==> src/hdl/spd_pkg.sv <==
package spd_pkg;

    localparam int MAX_LEN = 64;
    localparam int LEN_W = 7;

    localparam logic [7:0] START_MARK = 8'h24;
    localparam logic [7:0] END_MARK = 8'h0A;
    localparam logic [7:0] CHAR_SPACE = 8'h20;
    localparam logic [7:0] CHAR_TAB = 8'h09;
    localparam logic [7:0] CHAR_CR = 8'h0D;
    localparam logic [7:0] CHAR_PLUS = 8'h2B;
    localparam logic [7:0] CHAR_MINUS = 8'h2D;
    localparam logic [7:0] CHAR_ZERO = 8'h30;
    localparam logic [7:0] CHAR_NINE = 8'h39;
    localparam logic [7:0] CHAR_NUL = 8'h00;

    localparam logic [7:0] INIT_WORD [0:3] = '{8'h69, 8'h6E, 8'h69, 8'h74};
    localparam logic [7:0] OK_WORD [0:1] = '{8'h6F, 8'h6B};
    localparam logic [LEN_W-1:0] INIT_LEN = LEN_W'(4);
    localparam logic [LEN_W-1:0] OK_LEN = LEN_W'(2);

    typedef enum logic [1:0] {
        EV_OK_REPLY = 2'd0,
        EV_LINK_UP  = 2'd1,
        EV_DATA     = 2'd2
    } event_kind_t;

    typedef enum logic [1:0] {
        PH_SKIP   = 2'd0,
        PH_SIGN   = 2'd1,
        PH_DIGITS = 2'd2,
        PH_DONE   = 2'd3
    } phase_t;

    typedef struct packed {
        logic              in_packet;
        logic [LEN_W-1:0]  content_length;
        logic              host_preparing;
        logic              link_up;
        logic              string_ended;
        logic              match_init;
        logic              match_ok;
        phase_t            number_phase;
        logic              number_negative;
        logic              digits_seen;
        logic [15:0]       accumulator;
    } spd_state_t;

    typedef struct packed {
        logic               emit;
        event_kind_t        event_kind;
        logic signed [15:0] doubled_value;
        logic               number_found;
    } spd_result_t;

    localparam spd_state_t STATE_RESET = '{
        in_packet:       1'b0,
        content_length:  '0,
        host_preparing:  1'b0,
        link_up:         1'b0,
        string_ended:    1'b0,
        match_init:      1'b1,
        match_ok:        1'b1,
        number_phase:    PH_SKIP,
        number_negative: 1'b0,
        digits_seen:     1'b0,
        accumulator:     16'd0
    };

    function automatic spd_state_t clear_content(spd_state_t s);
        spd_state_t r;
        r = s;
        r.content_length = '0;
        r.string_ended = 1'b0;
        r.match_init = 1'b1;
        r.match_ok = 1'b1;
        r.number_phase = PH_SKIP;
        r.number_negative = 1'b0;
        r.digits_seen = 1'b0;
        r.accumulator = 16'd0;
        return r;
    endfunction

endpackage

==> src/hdl/spd_input_stage.sv <==
module spd_input_stage (
    input  logic       clk,
    input  logic       rst_n,
    input  logic       in_valid,
    output logic       in_ready,
    input  logic [7:0] rx_byte,
    input  logic       down_free,
    output logic       take,
    output logic [7:0] byte_q
);

    logic       valid_reg;
    logic       valid_next;
    logic [7:0] byte_reg;

    assign take = valid_reg && down_free;
    assign in_ready = !valid_reg || take;
    assign byte_q = byte_reg;

    always_comb
    begin
        valid_next = valid_reg;
        if (in_valid && in_ready)
        begin
            valid_next = 1'b1;
        end
        else if (take)
        begin
            valid_next = 1'b0;
        end
    end

    always_ff @(posedge clk or negedge rst_n)
    begin
        if (!rst_n)
        begin
            valid_reg <= 1'b0;
        end
        else
        begin
            valid_reg <= valid_next;
        end
    end

    always_ff @(posedge clk)
    begin
        if (in_valid && in_ready)
        begin
            byte_reg <= rx_byte;
        end
    end

endmodule

==> src/hdl/spd_parser.sv <==
module spd_parser (
    input  logic                 clk,
    input  logic                 rst_n,
    input  logic                 take,
    input  logic [7:0]           byte_q,
    output spd_pkg::spd_result_t result
);

    spd_pkg::spd_state_t state_reg;
    spd_pkg::spd_state_t state_next;

    spd_pkg::spd_state_t cur;
    logic [spd_pkg::LEN_W-1:0] pos;
    logic is_space;
    logic is_digit;
    logic [15:0] digit_val;
    logic [15:0] acc_base;
    logic is_init;
    logic is_ok;
    logic [15:0] value;

    assign is_space = (byte_q == spd_pkg::CHAR_SPACE)
        || (byte_q >= spd_pkg::CHAR_TAB && byte_q <= spd_pkg::CHAR_CR);
    assign is_digit = (byte_q >= spd_pkg::CHAR_ZERO) && (byte_q <= spd_pkg::CHAR_NINE);
    assign digit_val = {12'd0, byte_q[3:0]};

    always_comb
    begin
        cur = state_reg;
        if (state_reg.content_length >= spd_pkg::LEN_W'(spd_pkg::MAX_LEN))
        begin
            cur = spd_pkg::clear_content(state_reg);
        end
        pos = cur.content_length;
        state_next = cur;
        result = '{emit: 1'b0, event_kind: spd_pkg::EV_OK_REPLY,
                   doubled_value: 16'sd0, number_found: 1'b0};
        acc_base = (cur.number_phase == spd_pkg::PH_DIGITS) ? cur.accumulator : 16'd0;
        is_init = cur.match_init && (cur.string_ended || pos == spd_pkg::INIT_LEN);
        is_ok = cur.match_ok && (cur.string_ended || pos == spd_pkg::OK_LEN);
        value = 16'd0;
        if (cur.digits_seen)
        begin
            value = cur.number_negative ? 16'(-cur.accumulator) : cur.accumulator;
        end

        if (byte_q == spd_pkg::START_MARK)
        begin
            state_next = spd_pkg::clear_content(cur);
            state_next.in_packet = 1'b1;
        end
        else if (!cur.in_packet)
        begin
            state_next = cur;
        end
        else if (byte_q != spd_pkg::END_MARK)
        begin
            state_next.content_length = pos + 1'b1;
            if (!cur.string_ended)
            begin
                if (byte_q == spd_pkg::CHAR_NUL)
                begin
                    state_next.string_ended = 1'b1;
                    state_next.match_init = cur.match_init && (pos == spd_pkg::INIT_LEN);
                    state_next.match_ok = cur.match_ok && (pos == spd_pkg::OK_LEN);
                end
                else
                begin
                    state_next.match_init = cur.match_init && (pos < spd_pkg::INIT_LEN)
                        && (byte_q == spd_pkg::INIT_WORD[pos[1:0]]);
                    state_next.match_ok = cur.match_ok && (pos < spd_pkg::OK_LEN)
                        && (byte_q == spd_pkg::OK_WORD[pos[0]]);
                    unique case (cur.number_phase)
                        spd_pkg::PH_SKIP:
                        begin
                            if (is_space)
                            begin
                                state_next.number_phase = spd_pkg::PH_SKIP;
                            end
                            else if (byte_q == spd_pkg::CHAR_PLUS
                                     || byte_q == spd_pkg::CHAR_MINUS)
                            begin
                                state_next.number_negative = (byte_q == spd_pkg::CHAR_MINUS);
                                state_next.number_phase = spd_pkg::PH_SIGN;
                            end
                            else if (is_digit)
                            begin
                                state_next.accumulator = digit_val;
                                state_next.digits_seen = 1'b1;
                                state_next.number_phase = spd_pkg::PH_DIGITS;
                            end
                            else
                            begin
                                state_next.number_phase = spd_pkg::PH_DONE;
                            end
                        end
                        spd_pkg::PH_SIGN, spd_pkg::PH_DIGITS:
                        begin
                            if (is_digit)
                            begin
                                state_next.accumulator = (acc_base << 3) + (acc_base << 1)
                                    + digit_val;
                                state_next.digits_seen = 1'b1;
                                state_next.number_phase = spd_pkg::PH_DIGITS;
                            end
                            else
                            begin
                                state_next.number_phase = spd_pkg::PH_DONE;
                            end
                        end
                        spd_pkg::PH_DONE:
                        begin
                            state_next.number_phase = spd_pkg::PH_DONE;
                        end
                    endcase
                end
            end
        end
        else
        begin
            state_next = spd_pkg::clear_content(cur);
            state_next.in_packet = 1'b0;
            if (!cur.link_up)
            begin
                if (is_init)
                begin
                    state_next.host_preparing = 1'b1;
                    result.emit = 1'b1;
                    result.event_kind = spd_pkg::EV_OK_REPLY;
                end
                else if (cur.host_preparing && is_ok)
                begin
                    state_next.link_up = 1'b1;
                    result.emit = 1'b1;
                    result.event_kind = spd_pkg::EV_LINK_UP;
                end
            end
            else
            begin
                result.emit = 1'b1;
                result.event_kind = spd_pkg::EV_DATA;
                result.doubled_value = {value[14:0], 1'b0};
                result.number_found = cur.digits_seen;
            end
        end
    end

    always_ff @(posedge clk or negedge rst_n)
    begin
        if (!rst_n)
        begin
            state_reg <= spd_pkg::STATE_RESET;
        end
        else if (take)
        begin
            state_reg <= state_next;
        end
    end

endmodule

==> src/hdl/spd_output_stage.sv <==
module spd_output_stage (
    input  logic                 clk,
    input  logic                 rst_n,
    input  logic                 take,
    input  spd_pkg::spd_result_t result,
    output logic                 down_free,
    output logic                 out_valid,
    input  logic                 out_ready,
    output logic [1:0]           event_kind,
    output logic signed [15:0]   doubled_value,
    output logic                 number_found
);

    logic                  valid_reg;
    logic                  valid_next;
    spd_pkg::event_kind_t  kind_reg;
    logic signed [15:0]    value_reg;
    logic                  found_reg;

    assign down_free = !valid_reg || out_ready;
    assign out_valid = valid_reg;
    assign event_kind = kind_reg;
    assign doubled_value = value_reg;
    assign number_found = found_reg;

    always_comb
    begin
        valid_next = valid_reg;
        if (take && result.emit)
        begin
            valid_next = 1'b1;
        end
        else if (out_ready)
        begin
            valid_next = 1'b0;
        end
    end

    always_ff @(posedge clk or negedge rst_n)
    begin
        if (!rst_n)
        begin
            valid_reg <= 1'b0;
        end
        else
        begin
            valid_reg <= valid_next;
        end
    end

    always_ff @(posedge clk)
    begin
        if (take && result.emit)
        begin
            kind_reg <= result.event_kind;
            value_reg <= result.doubled_value;
            found_reg <= result.number_found;
        end
    end

endmodule

==> src/hdl/serial_packet_handshake_deframer_core.sv <==
// Serial packet deframer: one received byte per input word, packets run from '$' to
// line feed, content wraps after MAX_LEN bytes. Before the link is up a packet "init"
// yields an ok-reply event and a following "ok" yields a link-up event; after that
// every packet yields a data event with twice its decimal value (16-bit wrap) and a
// flag telling whether any digit was found. A byte is taken every cycle unless in_ready
// is low; each word passes an input register and the parser state update; an event is
// written to the output register with its packet's last byte and held there while
// out_ready is low. A stalled output stops intake only once that register is full.
module serial_packet_handshake_deframer_core (
    input  logic               clk,
    input  logic               rst_n,
    input  logic               in_valid,
    output logic               in_ready,
    input  logic [7:0]         rx_byte,
    output logic               out_valid,
    input  logic               out_ready,
    output logic [1:0]         event_kind,
    output logic signed [15:0] doubled_value,
    output logic               number_found
);

    logic                 down_free;
    logic                 take;
    logic [7:0]           byte_q;
    spd_pkg::spd_result_t result;

    spd_input_stage u_in (
        .clk       (clk),
        .rst_n     (rst_n),
        .in_valid  (in_valid),
        .in_ready  (in_ready),
        .rx_byte   (rx_byte),
        .down_free (down_free),
        .take      (take),
        .byte_q    (byte_q)
    );

    spd_parser u_parse (
        .clk    (clk),
        .rst_n  (rst_n),
        .take   (take),
        .byte_q (byte_q),
        .result (result)
    );

    spd_output_stage u_out (
        .clk           (clk),
        .rst_n         (rst_n),
        .take          (take),
        .result        (result),
        .down_free     (down_free),
        .out_valid     (out_valid),
        .out_ready     (out_ready),
        .event_kind    (event_kind),
        .doubled_value (doubled_value),
        .number_found  (number_found)
    );

endmodule

==> config.mk <==
export PLATFORM = sky130hd
export DESIGN_NAME = serial_packet_handshake_deframer_core
export DESIGN_NICKNAME = d
export VERILOG_FILES = /design/src/hdl/spd_pkg.sv /design/src/hdl/spd_input_stage.sv /design/src/hdl/spd_parser.sv /design/src/hdl/spd_output_stage.sv /design/src/hdl/serial_packet_handshake_deframer_core.sv
export SDC_FILE = /design/constraint.sdc
export NUM_CORES = 1
export LEC_CHECK = 0
export ABC_CLOCK_PERIOD_IN_PS = 4850
export BUFFER_PORTS_ARGS = -buffer_cell sky130_fd_sc_hd__buf_2
export CAP_MARGIN = 20
export CORE_ASPECT_RATIO = 0.8
export CORE_MARGIN = 8
export CORE_UTILIZATION = 60
export DETAILED_ROUTE_END_ITERATION = 7
export PLACE_DENSITY = 0.8
export SLEW_MARGIN = 20
export SYNTH_ARGS = -nofsm -noshare
export SYNTH_HDL_FRONTEND = slang
export SYNTH_HIERARCHICAL = 1
export SYNTH_SLANG_ARGS = --single-unit
==> constraint.sdc <==
create_clock -name clk -period 4.85 [get_ports clk]
set_input_delay 0.485 -clock clk [delete_from_list [all_inputs] [get_ports clk]]
set_output_delay 0.485 -clock clk [all_outputs]
set_load 0.01 [all_outputs]
* Yosys cells after proc, flatten, opt, wreduce, memory -nomap -nowiden
Cells that the tools add are included.
Cells by class: multiplexer cells 46, $lt $le $gt $ge 9, equal/unequal tests 12, add/sub/neg operators 4, bitwise gates (word level) 5, reduce and logical (&&, ||, !) cells 31
Operator list (count):
- 2-to-1 mux 20 bit | 4
- 2-to-1 mux 17 bit | 4
- 2-to-1 mux 33 bit | 2
- 2-to-1 mux 23 bit | 2
- 2-to-1 mux 15 bit | 3
- case mux 17 bit (2 select lines) | 1
- == test 8 x 6 -> 1 bit (second input constant) | 4
- 2-to-1 mux 32 bit | 1
- 2-to-1 mux 8 bit | 4
- 2-to-1 mux 18 bit | 1
- adder 16 bit | 1
- adder 16 x 4 -> 16 bit | 1
- binary-select mux 8 bit (select 2 bit) | 1
- == test 8 bit | 2
- negator 15 bit | 1
- logical AND 1 bit | 14
- 2-to-1 mux 1 bit | 12
- 2-to-1 mux 3 bit | 4
- 2-to-1 mux 2 bit | 5
- OR reduction 5 bit | 2
- greater-or-equal comparator 8 x 4 -> 1 bit (second input constant) | 1
- greater-or-equal comparator 8 x 6 -> 1 bit (second input constant) | 1
- <= comparator 8 x 4 -> 1 bit (second input constant) | 1
- <= comparator 8 x 6 -> 1 bit (second input constant) | 1
- other kinds (24) | 34
Word-level totals: flip-flop bits (word level) 62, bits of input ports 12, word-level logic and storage cells 126

* Depth between registers and ports, before layout
Gate-level depths: netlist (run 1).
word-level depth 14, gate-level depth with buffers 16

* Modules after synthesis
Netlist (run 1), hierarchy kept.
By module, submodules not included:
- spd_parser | area each 3309.4 µm², cells an instance 404, instances 1, sequential area each 803.3 µm²
- spd_output_stage | area each 623.1 µm², cells an instance 24, instances 1, sequential area each 595.6 µm²
- spd_input_stage | area each 300.3 µm², cells an instance 13, instances 1, sequential area each 265.3 µm²

* Least setup slack after synthesis (run 1)
OpenSTA, ideal clock, no wires.
path kind register -> register, start reg u_parse/state_reg[31] (netlist name), end reg u_parse/state_reg[14] (netlist name), path buffers 2, cell stages (with the launch flop) 15, clock period less this slack 4.138 ns, library setup time 0.123 ns, arrival time 4.016 ns, path slack 0.712 ns, cells stage by stage dfrtp_1 -> clkbuf_1 -> clkbuf_1 -> nor2b_1 -> ha_1 -> nor2b_1 -> and2_1 -> fa_1 -> fa_1 -> a21o_1 -> a311o_1 -> a2111oi_0 -> o21ai_0 -> a41oi_1 -> nor2_1
On the way: cells in the longest elaborated chain, start to end 13, elaborated cells on any way between the ends 19, classes of those cells 2 x add/sub; 1 x order compare; 2 x eq/ne; 12 x mux; 2 x reduce/logical
Ends and longest elaborated chain:
- start: declaration | RTL line spd_parser.sv:9 | spd_pkg::spd_state_t state_reg;
- start signal: assignment | RTL line spd_parser.sv:152 | state_reg <= spd_pkg::STATE_RESET;
- start signal: assignment | RTL line spd_parser.sv:156 | state_reg <= state_next;
- greater-or-equal comparator 7 bit * | RTL line spd_parser.sv:30 | if (state_reg.content_length >= spd_pkg::LEN_W'(spd_pkg::MAX_LEN))
- 2-to-1 mux 32 bit * | RTL line spd_parser.sv:30
- == test 2 bit | RTL line spd_parser.sv:38, spd_parser.sv:73
- 2-to-1 mux 15 bit | RTL line spd_parser.sv:38 | acc_base = (cur.number_phase == spd_pkg::PH_DIGITS) ? cur.accumulator : 16'd0;
- adder 16 bit | RTL line spd_parser.sv:101 | state_next.accumulator = (acc_base << 3) + (acc_base << 1)
- adder 16 x 4 -> 16 bit | RTL line spd_parser.sv:102 | + digit_val;
- 2-to-1 mux 17 bit | RTL line spd_parser.sv:99 | if (is_digit)
- case mux 17 bit (2 select lines) | RTL line spd_parser.sv:73 | unique case (cur.number_phase)
- 2-to-1 mux 20 bit | RTL line spd_parser.sv:61 | if (byte_q == spd_pkg::CHAR_NUL)
- 2-to-1 mux 23 bit | RTL line spd_parser.sv:59 | if (!cur.string_ended)
- 2-to-1 mux 23 bit | RTL line spd_parser.sv:56 | else if (byte_q != spd_pkg::END_MARK)
- 2-to-1 mux 33 bit * | RTL line spd_parser.sv:52 | else if (!cur.in_packet)
- 2-to-1 mux 33 bit * | RTL line spd_parser.sv:47 | if (byte_q == spd_pkg::START_MARK)
Mark *: on every way between the ends. The rest lies on a longest branch, timed or not. A chain may end at the register's enable or synchronous reset.

* Worst setup path after layout (run 1)
Same ends and word-level chain as after synthesis.

==> summary.txt, run 1 <==
Logic synthesis
  – Post-synthesis cell area: approximately 0.0042 mm2
  – Top cells by count, synth: 34 x nor2_1, 32 x dfrtp_1, 31 x ha_1, 29 x o21ai_0, 28 x nand2_1
  – Async set-reset flop share out of synthesis: 55.7%
  – Top post-synthesis cells by area: edfxtp_1 19%, dfrtp_1 19%, ha_1 9.2%
  – Seq cells post-synth: 61
  – Most frequent cell after synthesis: nor2_1
  – Number of synthesized flops with an enable pin: 27
  – Ys flop type: dfrtp_1
  – Syn nets: 486
  – Area leader, netlist: edfxtp_1
  – Avg Synthesized Cell Area: 9.60 um2
  – Netlist cell types: 70
  – Cell count after synthesis: about 440
  – Yosys warns: 6
  – Post-synth top area share: around a fifth
  – Sequential-to-total area share from yosys stat: about two fifths

Floorplanning
  – Die ar.: 0.0100 mm2
  – # rows: 27
  – Die Y-Extent: 91.1 um
  – Starting Density: 61.7%
  – Core ar.: 0.00686 mm2
  – Die Wd: 110 um
  – Ports: 33

Critical path
  – Setup slack, reg-to-reg: approximately 640 ps
  – Worst setup path class: flip-flop to flip-flop
  – Crit path DAT: 4440 ps
  – Cell at the slowest stage of the critical path: fa_1
  – Critical register-to-register path endpoint: u_parse/state_reg[14]
  – Critical Path, Cell by Cell: nor2b_1, ha_1, nor2b_1, buf_4, and2_1, fa_1, fa_1, a21o_1, a311o_1, a2111oi_0, o21ai_0, a41oi_1, nor2_1
  – Worst Setup End Kind: flip-flop
  – Crit path to: u_parse/state_reg[14]
  – Crit path launch type: flip-flop
  – CP max stage delay: roughly 500 ps
  – WP data required: 5080 ps
  – Buf/Inv on CP: 1
  – CP top delay family: compound AO/OA/AOI/OAI gates
  – CP Max Fanout: 12
  – Worst Setup SP: u_parse/state_reg[31]
  – Worst r2r src: u_parse/state_reg[31]
  – WP depth: 13
  – Reg2reg path depth: 13

Min path
  – Hold Crit Class: input pin to asynchronous set/reset pin

Cells and area
  – Non-filler instance count after layout: 557
  – Final Util: 67.7%
  – Fillers: 548
  – Max reg flops: 32
  – Area Overhead vs Synth: 9.61%
  – Nets: 510
  – Share of cells above drive strength 1: approximately 14%
  – Antenna Cells: 0

Clock tree
  – CTS tree: yes
  – Clock slew at reported path FFs: 80 ps
  – Worst skew pair latency: about 350 ps
  – CTS-repair resized insts: 0
  – Post-CTS Setup Bufs: 0
  – Cts hold-fix bufs: 0
  – CTS Sinks: 61
  – CTS H-tree lvls: 3
  – CTS root buf: clkbuf_8
  – Max Buffers Root-to-Sink: 2
  – CTS buffer count: 9

GRT
  – Initial antenna violation count: 0
  – Largest net degree at the start of global routing: 35
  – Grt ovf: 0
  – Global-route wire length before repair: about 16000 um
  – Total Routing Usage GR: 20.4%
  – Vias in the first global route: 3259

Place
  – I/O Buffers: 32
  – Post-DP HPWL: 7430 um
  – Routability cong.: 0.907
  – Placed cell count: 541

Timing
  – Unrepaired setup endpoints after global routing: false
  – Tcrit/Tclk final: 86.7%
  – Final Setup Violations: 0
  – Setup TNS: 0 ps
  – Final hold vios: 0
  – Rel. slew slack: 36.5%
  – Max Transition Viols Final: 0
  – Worst slew pin tran: 944 ps
  – Clk_skew: 10.6 ps
  – Max Freq: 238 MHz
  – Tmin final: 4210 ps

Power
  – Logic pwr share: 25.3%
  – Int Power: 1020 uW
  – Switching Power: 497 uW
  – Power share of the clock group: 33.6%
  – PwrDens: 326 mW/mm2
  – Sw Share: 32.9%
  – P_leak: 0.00218 uW
  – Max VDD drop: 0.000240 V
  – Sequential power share: 41.1%

Route
  – DR vias/cell: 6.37
  – Wire length per cell: 17.8 um
  – Post-DRT Antenna Nets: 0
  – Initial DRC Count: 374
  – DRT Pass-1 Iters: 5
  – Total Wirelength: ~10000 um
  – Drt drc: 0
  – Via count: 3546

Run
  – Max-cap viol count: 0

Run status
  – Status: finished, final reports clean
==> per-stage QoR <==
| step | hold WS, ps | total power, uW | setup slack, ps | instance area, um2 |
|---|---|---|---|---|
| 6_report | 202 | 1510 | 643 | 4640 |
| 5_1_grt | 260 | 1590 | 345 | 4640 |
| 4_1_cts | 218 | 1510 | 657 | 4640 |
| 3_5_place_dp | 468 | 999 | 737 | 4420 |
| 3_3_place_gp | 446 | 984 | 954 | 4420 |
| 2_1_floorplan | 189 | 906 | 712 | 4230 |
==> final cells by class <==
type,count,area (um2),share of cell area (%)
Multi-Input combinational cell,340,2390,51.6
Sequential cell,61,1660,35.9
Timing Repair Buffer,35,183,3.94
Clock buffer,9,124,2.67
Tap cell,87,109,2.35
Clock inverter,7,97.6,2.10
Inverter,18,67.6,1.46
==> metal layers <==
| metal | share of wire [%] | wire, um | vias up | track usage, % |
|---|---|---|---|---|
| met5 | 0 | 0 | - | 0 |
| met4 | 0.92 | 91 | 0 | 4.26 |
| met3 | 9.5 | 939 | 9 | 5.86 |
| met2 | 42 | 4170 | 183 | 29.4 |
| met1 | 47 | 4690 | 1662 | 29.5 |
| li1 | - | - | 1692 | - |
==> cells by family (layout without fill, tap and decap cells) <==
group,Yosys count,in the layout,share of synthesized area (%)
xor gates and xnor gates,28,28,5.79
DFF,61,61,39.3
muxes,1,1,0.236
other,1,1,0.0886
and+or+nand+nor,149,149,19.1
adders and majority gates,33,33,10.1
AOI/OAI and AO/OA,128,128,21.3
buffers and inverters,40,69,4.11
==> how the worst min path moves through the flow <==
| stage | end | cells past startpoint |
|---|---|---|
| 2_1_floorplan | u_in/valid_reg | 0 |
| 3_3_place_gp | u_parse/state_reg[24] | 2 |
| 3_5_place_dp | u_parse/state_reg[24] | 2 |
| 4_1_cts | u_parse/state_reg[23] | 1 |
| 5_1_grt | u_parse/state_reg[23] | 1 |
| 6_report | u_parse/state_reg[23] | 1 |
==> power groups by stage <==
stage	sequential (uW)	combinational [uW]	clock, uW
6_report	622	383	509
5_1_grt	628	423	537
4_1_cts	620	373	517
3_5_place_dp	631	368	0
3_3_place_gp	629	355	0
2_1_floorplan	609	296	0
==> layout by cell type (no fill, tap or decap), types with 7 or more instances in the layout <==
master and count:
a22o_1 9, buf_2 32, xor2_1 19, o31ai_1 7, xnor2_1 9, ha_1 31, nor2b_1 7, edfxtp_1 27
nor3_1 10, a31oi_1 7, inv_1 18, nor2_1 34, a21oi_1 21, dfrtp_1 32, and2_1 13, o21ai_0 29
nand3_1 13, clkbuf_8 9, a21o_1 11, nand2_1 28
Note: power is estimated with default switching activity, not from simulation.
==> run 2: changes to the inputs <==
Settings changed: PLACE_DENSITY 0.8 to 0.91.
==> run 2 against run 1 <==
Register-to-register slack improved by 60 ps. Worst setup slack improved by 58 ps. Clock power rose by 6.9%. Power rose by 2.8%. Non-clock buffer count rose by 1. Design area rose by 0.51%. Routed wire length fell by 0.53%. Cell count rose by 0.18%. Largest power group unchanged. Highest routed layer unchanged.
==> summary.txt, run 2 (synthesis gave the netlist of run 1 again) <==
GRT
  – Total Routing Usage GR: 19.9%
  – Vias in the first global route: 3214
  – Largest net degree at the start of global routing: 35
  – Grt ovf: 0
  – Initial antenna violation count: 0
  – Global-route wire length before repair: 16000 um

Timing
  – Final hold vios: 0
  – Setup TNS: 0 ps
  – Rel. slew slack: ~41%
  – Tmin final: 4150 ps
  – Tcrit/Tclk final: 85.5%
  – Minimum hold slack: 201 ps
  – Max Transition Viols Final: 0
  – Final Setup Violations: 0
  – Unrepaired setup endpoints after global routing: false
  – Clk_skew: roughly 14 ps
  – Max Freq: roughly 240 MHz
  – Worst slew pin tran: 871 ps

Floorplanning
  – Die Y-Extent: slightly above 90 um
  – Die ar.: 0.0100 mm2
  – # rows: 27
  – Ports: 33
  – Die Wd: 110 um
  – Core ar.: 0.00686 mm2
  – Starting Density: 61.7%

Cells and area
  – Share of cells above drive strength 1: between 10% and 20%
  – Max reg flops: 32
  – Most common cell after layout, fill and taps aside: nor2_1
  – Antenna Cells: 0
  – Area Overhead vs Synth: 10.2%
  – Nets: 511
  – Non-filler instance count after layout: 558
  – Most frequent cells in the layout: 34 x nor2_1, 32 x buf_2, 32 x dfrtp_1, 31 x ha_1, 29 x o21ai_0

Critical path
  – Crit path DAT: 4380 ps
  – Worst Setup End Kind: flip-flop
  – Cell at the slowest stage of the critical path: fa_1
  – WP data required: 5080 ps
  – Worst Setup SP: u_parse/state_reg[31]
  – Worst setup path class: flip-flop to flip-flop
  – Worst r2r src: u_parse/state_reg[31]
  – CP max stage delay: between 400 and 500 ps
  – CP Max Fanout: 12
  – Critical Path, Cell by Cell: nor2b_1, ha_1, nor2b_1, buf_4, and2_1, fa_1, fa_1, a21o_1, a311o_1, a2111oi_0, o21ai_0, a41oi_1, nor2_1
  – Crit path launch type: flip-flop

Clock tree
  – CTS buffer count: 9
  – Clock slew at reported path FFs: ~80 ps
  – Post-CTS Setup Bufs: 0
  – CTS H-tree lvls: 3
  – CTS tree: yes
  – CTS-repair resized insts: 0
  – Max Buffers Root-to-Sink: 2
  – Worst skew pair latency: 350 ps
  – CTS Sinks: 61
  – Cts hold-fix bufs: 0
  – CTS root buf: clkbuf_8

Power
  – P_leak: approximately 0.0022 uW
  – PwrDens: 334 mW/mm2
  – Power consumption: 1560 uW
  – Max VDD drop: 0.000219 V

Route
  – DRT Pass-1 Iters: 5
  – Via count: ~3600
  – Initial DRC Count: about 370
  – DR vias/cell: 6.38
  – Total Wirelength: 9850 um
  – Drt drc: 0
  – Wire length per cell: 17.6 um
  – Post-DRT Antenna Nets: 0

Place
  – Placed cell count: between 500 and 600
  – I/O Buffers: 32
  – Post-DP HPWL: 7220 um
  – Routability cong.: 0.911

Run
  – Max-cap viol count: 0

Run status
  – Status: finished, final reports clean

Min path
  – Hold Crit Class: input pin to asynchronous set/reset pin
==> run 2: changes by cell type in the layout (fill, tap and decap cells not counted) <==
cell        change
clkinv_2        -1
inv_6           -1
buf_4           +1
bufinv_16       +1
clkinvlp_4      -1
clkinv_1        +2
==> run 2: worst max-delay path, delay by kind of cell, from the launching register on <==
kind                       cells  cell delay (ps)
and+or+nand+nor                4              690
adders and majority gates      3             1210
AOI/OAI and AO/OA              5             1550
DFF                            1              420
buffers and inverters          1              160
==> run 2: layout make-up <==
class	count	area (um2)
inverter	18	67.6
tap	87	109
timing repair buffer	36	190
sequential	61	1660
clock inverter	7	114
multi-input combinational	340	2390
clock buffer	9	124
fill	516	2190
==> run 2: path summary, 6_finish.rpt <==
kind                       cells past startpoint                     to  slack [ps]
max                                           13  u_parse/state_reg[14]         700
min                                            1  u_parse/state_reg[28]         200
max reg2reg                                   13  u_parse/state_reg[14]         700
min reg2reg                                    1  u_parse/state_reg[19]         500
max in group asynchronous                      1   u_parse/state_reg[2]        4160
min in group clk                               1         u_in/byte_q[7]         320
==> run 2: layer usage <==
layer | up-vias | share of wire [%] | routed length, um | track usage, %
li1 | 1688 | - | - | -
met1 | 1684 | 45 | 4460 | 28.3
met2 | 173 | 44 | 4330 | 28.4
met3 | 17 | 9.2 | 908 | 5.23
met4 | 0 | 1.5 | 146 | 6.29
met5 | - | 0 | 0 | 0
==> run 2: through the flow <==
step	instance area, um2	util (%)	worst slack, ps
4_1_cts	4660	68.0	752
6_report	4660	68.0	701
3_5_place_dp	4430	64.5	756
5_1_grt	4660	68.0	338
2_1_floorplan	4230	-	712
3_3_place_gp	4430	64.5	939
==> run 2: where the power goes <==
| part | switching (uW) | total [uW] | internal [uW] |
|---|---|---|---|
| combinational | 237 | 387 | 150 |
| clock | 205 | 544 | 338 |
| sequential | 48.0 | 624 | 576 |
